<file path="config.mk">
export PLATFORM = sky130hd
export DESIGN_NAME = bfd_front
export DESIGN_NICKNAME = d
export VERILOG_FILES = /design/src/rtl/core/bfd_pkg.sv /design/src/rtl/core/bfd_front.sv
export SDC_FILE = /design/constraint.sdc
export NUM_CORES = 1
export LEC_CHECK = 0
export BUFFER_PORTS_ARGS = -buffer_cell sky130_fd_sc_hd__buf_4
export CAP_MARGIN = 20
export CELL_PAD_IN_SITES_DETAIL_PLACEMENT = 0
export CELL_PAD_IN_SITES_GLOBAL_PLACEMENT = 1
export CORE_MARGIN = 3
export CORE_UTILIZATION = 39
export DETAILED_ROUTE_END_ITERATION = 6
export PLACE_DENSITY_LB_ADDON = 0.1
export SYNTH_ARGS = -nofsm -noshare
export SYNTH_HDL_FRONTEND = slang
export SYNTH_SLANG_ARGS = --single-unit
</file>
<file path="constraint.sdc">
create_clock -name i_clk -period 2 [get_ports i_clk]
set_input_delay 0.1 -clock i_clk [delete_from_list [all_inputs] [get_ports i_clk]]
set_output_delay 0.1 -clock i_clk [all_outputs]
set_load 0.05 [all_outputs]
</file>
<file path="src/rtl/core/bfd_pkg.sv">
package bfd_pkg;

    localparam int DEPTH_DEF   = 1024;
    localparam int MAX_POP_DEF = 64;

    localparam int OP_W   = 2;
    localparam int DATA_W = 8;
    localparam int CNT_W  = 7;
    localparam int REF_W  = 16;
    localparam int DROP_W = 32;
    localparam int PEND_W = 10;

    typedef enum logic [OP_W-1:0] {
        OP_PUSH    = 2'd0,
        OP_POP     = 2'd1,
        OP_REFUSED = 2'd2,
        OP_PORT    = 2'd3
    } t_op;

    // Decoded item as it travels from the front to the back
    typedef struct packed {
        t_op               op;
        logic [DATA_W-1:0] push_byte;
        logic              end_of_message;
        logic [CNT_W-1:0]  pop_count;
        logic [REF_W-1:0]  refused_length;
        logic              port_open_flag;
    } t_cmd;

endpackage

</file>
<file path="src/rtl/core/bfd_front.sv">
module bfd_front #(
    parameter int MAX_POP = bfd_pkg::MAX_POP_DEF
) (
    input  logic                        i_clk,
    input  logic                        i_rst_n,
    input  logic                        i_in_valid,
    output logic                        o_in_ready,
    input  logic [bfd_pkg::OP_W-1:0]    i_operation,
    input  logic [bfd_pkg::DATA_W-1:0]  i_push_byte,
    input  logic                        i_end_of_message,
    input  logic [bfd_pkg::CNT_W-1:0]   i_pop_count,
    input  logic [bfd_pkg::REF_W-1:0]   i_refused_length,
    input  logic                        i_port_open_flag,
    output logic                        o_cmd_valid,
    input  logic                        i_cmd_ready,
    output bfd_pkg::t_cmd               o_cmd
);
    import bfd_pkg::*;

    localparam logic [CNT_W-1:0] PopLimit = CNT_W'(MAX_POP);

    t_cmd       r_q [2];
    logic       r_wptr, n_wptr;
    logic       r_rptr, n_rptr;
    logic [1:0] r_cnt, n_cnt;
    t_cmd       dec;
    logic       push_q, pop_q;

    // Classify: type the operation and clamp the pop count
    always_comb begin
        dec.op             = t_op'(i_operation);
        dec.push_byte      = i_push_byte;
        dec.end_of_message = i_end_of_message;
        dec.pop_count      = (i_pop_count > PopLimit) ? PopLimit : i_pop_count;
        dec.refused_length = i_refused_length;
        dec.port_open_flag = i_port_open_flag;
    end

    assign o_in_ready  = (r_cnt != 2'd2);
    assign o_cmd_valid = (r_cnt != 2'd0);
    assign o_cmd       = r_q[r_rptr];

    assign push_q = i_in_valid && o_in_ready;
    assign pop_q  = o_cmd_valid && i_cmd_ready;

    always_comb begin
        n_wptr = push_q ? ~r_wptr : r_wptr;
        n_rptr = pop_q ? ~r_rptr : r_rptr;
        n_cnt  = r_cnt + 2'(push_q) - 2'(pop_q);
    end

    always_ff @(posedge i_clk) begin
        if (!i_rst_n) begin
            r_wptr <= 1'b0;
            r_rptr <= 1'b0;
            r_cnt  <= 2'd0;
        end else begin
            r_wptr <= n_wptr;
            r_rptr <= n_rptr;
            r_cnt  <= n_cnt;
        end
    end

    always_ff @(posedge i_clk) begin
        if (push_q) begin
            r_q[r_wptr] <= dec;
        end
    end

endmodule

</file>
==> out/qor.yml <==
grt_usage_pct: 13.1
num_vias: 1629
insertion_delay_ns: 0.33
tightestPinTransition_ns: 0.286
synth_area_leaders: "edfxtp_1, mux2_2, mux2_1"
power_leakage_uw: 0.00153
p_clk_share_pct: 25.6
cp-start-kind: "flip-flop"
p_per_area_mw_per_mm2: 1200
syn-instance-count: 145
async_flop_share_pct: 0
vdd_drop_max_mv: 0.556
ant_nets: 0
crit_arrival_ns: 1.62
synth-edff-count: 70
antenna_found_initial: 0
grt_max_degree: 28
comb_power_share_pct: 33.6
drtPass1Iterations: 4
routed_wl_um: 5180
yosysSeqAreaShare_pct: 77.6
hold_viol_final: 0
core-area_mm2: 0.00694
final_cell_mix: "buf_4, edfxtp_1, dlygate4sd3_1"
postCtsResizedCells: 0
path_max_fanout: 27
hold_class: "in -> reg"
power.share.switching_pct: 34.0
wl_per_cell_um: 14.4
port_buffers: 75
die_x_um: 91.3
worst_setup_path_end_kind: "primary output"
grt_pass1_wl_um: 8310
final_common_cell: "buf_4"
power_frac_seq_pct: 40.8
io_pins: 76
vias_per_cell: 4.53
antenna_cells: 0
crit_type: "reg -> out"
die_area_mm2: 0.00834
die_h_um: 91.3
fin_skew_ns: 0.00394
ys.flop_type: "edfxtp_1"
dp_hpwl_um: 3390
cts.repair_timing.setup_buffer_count: 0
final_nets: 299
p_switching_uw: 1650
ys_types: 26
required_ns: 1.90
r2r_start: "r_cnt[0]"
r2r_cells: 4
status: "finished, final reports clean"
synth.avg_cell_area_um2: 19.6
rsz0062_at_grt: "false"
layout_setup_ws_ns: 0.284
start_util_pct: 40.9
slew_violations: 0
grt_pass1_vias: 1733
p_int_uw: 3210
drv_cap: 0
fmax_mhz: 583
synth_top_area_cell: "edfxtp_1"
drt_iter0_markers: 53
drc: 0
clk_pin_slew_ns: 0.07
period_share_pct: 85.8
clockRootBuffer: "clkbuf_8"
crit_end: "o_cmd[1]"
reg2reg_to: "r_q[0][7]"
power_uw: 4860
gp_congestion: 0.689
cts_max_level: 3
ys_seq_elements: 75
reg2reg_setup_slack_ns: 0.50
cts_tree: "yes"
slew_headroom_pct: 80.9
cts.sinks: 75
yosysWarningCount: 0
synth_fp_nets: 185
ctsHoldBuffers: 28
period_needed_ns: 1.72
grt_overflow_total: 0
stdcell_count: 360
area_delta_synth_final_pct: 42.1
setup_tns_ns: 0
place_worst_setup_slack_ns: 0.528
dp_cells: 316
synth.top_cell.area_share_pct: 74.0
drive_gt1_share_pct: 47.0
cts_buffers: 9
utilization_pct: 58.1
clk_path_buf_depth: 2
num_rows: 30
syn-cell-area_mm2: 0.00284
finalSetupViolCount: 0
registers in the layout, summed over array words and instances (netlist names), named ones only:
signal	cells
r_q	70
r_rptr	1
r_cnt	2
r_wptr	1
worst min path at each step:
stage / start / end / slack [ns] / depth (start not counted)
final: i_rst_n / r_rptr / 0.02 / 2
after detailed placement: i_push_byte[4] / r_q[0][29] / 0.29 / 1
after floorplan: i_port_open_flag / r_q[0][0] / 0.20 / 0
after global routing: i_rst_n / r_cnt[0] / 0.009 / 2
after global placement: i_refused_length[15] / r_q[0][16] / 0.29 / 1
after CTS: i_rst_n / r_rptr / 0.0008 / 2
logic make-up (layout without fill, tap and decap cells):
| logic type | count (synthesis) | after routing | share of synthesized area (%) |
|---|---|---|---|
| DFF | 75 | 75 | 77.6 |
| muxes | 36 | 36 | 14.2 |
| and+or+nand+nor | 19 | 19 | 3.92 |
| AOI/OAI and AO/OA | 7 | 7 | 1.90 |
| buffers and inverters | 6 | 125 | 1.63 |
| adders and majority gates | 1 | 1 | 0.441 |
| xor gates and xnor gates | 1 | 1 | 0.309 |
power groups by stage:
stage | Combinational, µW | Sequential, µW | Clock (µW)
after global routing | 1720 | 2000 | 1350
final | 1630 | 1980 | 1240
after CTS | 1650 | 1990 | 1280
after floorplan | 1180 | 1980 | 0
after detailed placement | 1600 | 2020 | 0
after global placement | 1580 | 2010 | 0
worst max-delay path, cell delays in order, from the launching register on:
cell     delay [ns]
dfxtp_2        0.47
buf_12         0.23
mux2_2         0.38
buf_4          0.19
metrics by stage:
| stage | area [µm²] | hold WS, ns |
|---|---|---|
| final | 4030 | 0.0151 |
| after detailed placement | 3540 | 0.289 |
| after floorplan | 2840 | 0.199 |
| after CTS | 4030 | 0.000850 |
| after global routing | 4030 | 0.00875 |
| after global placement | 3540 | 0.285 |
synth_stat cells, types with 2 or more instances:
master	count
nand2b_1	2
mux2_1	10
and2_1	3
nor2_1	2
edfxtp_1	70
nor2b_1	7
mux2_2	25
a21bo_1	2
buf_6	3
dfxtp_1	5
layout make-up:
type / count / area, µm²
timing repair buffer: 108 / 893
inverter: 1 / 7.51
clock buffer: 10 / 128
clock inverter: 6 / 90.1
fill: 526 / 2910
multi-input combinational: 64 / 592
tap: 96 / 120
sequential: 75 / 2200
layer usage:
metal	up-vias	track usage, %	share of wire, %
li1	786	-	-
met3	8	4.06	4.2
met1	782	15.4	44
met4	0	6.03	1.4
met2	53	21.9	51
met5	-	0	0
(Power assumes the default switching activity.)
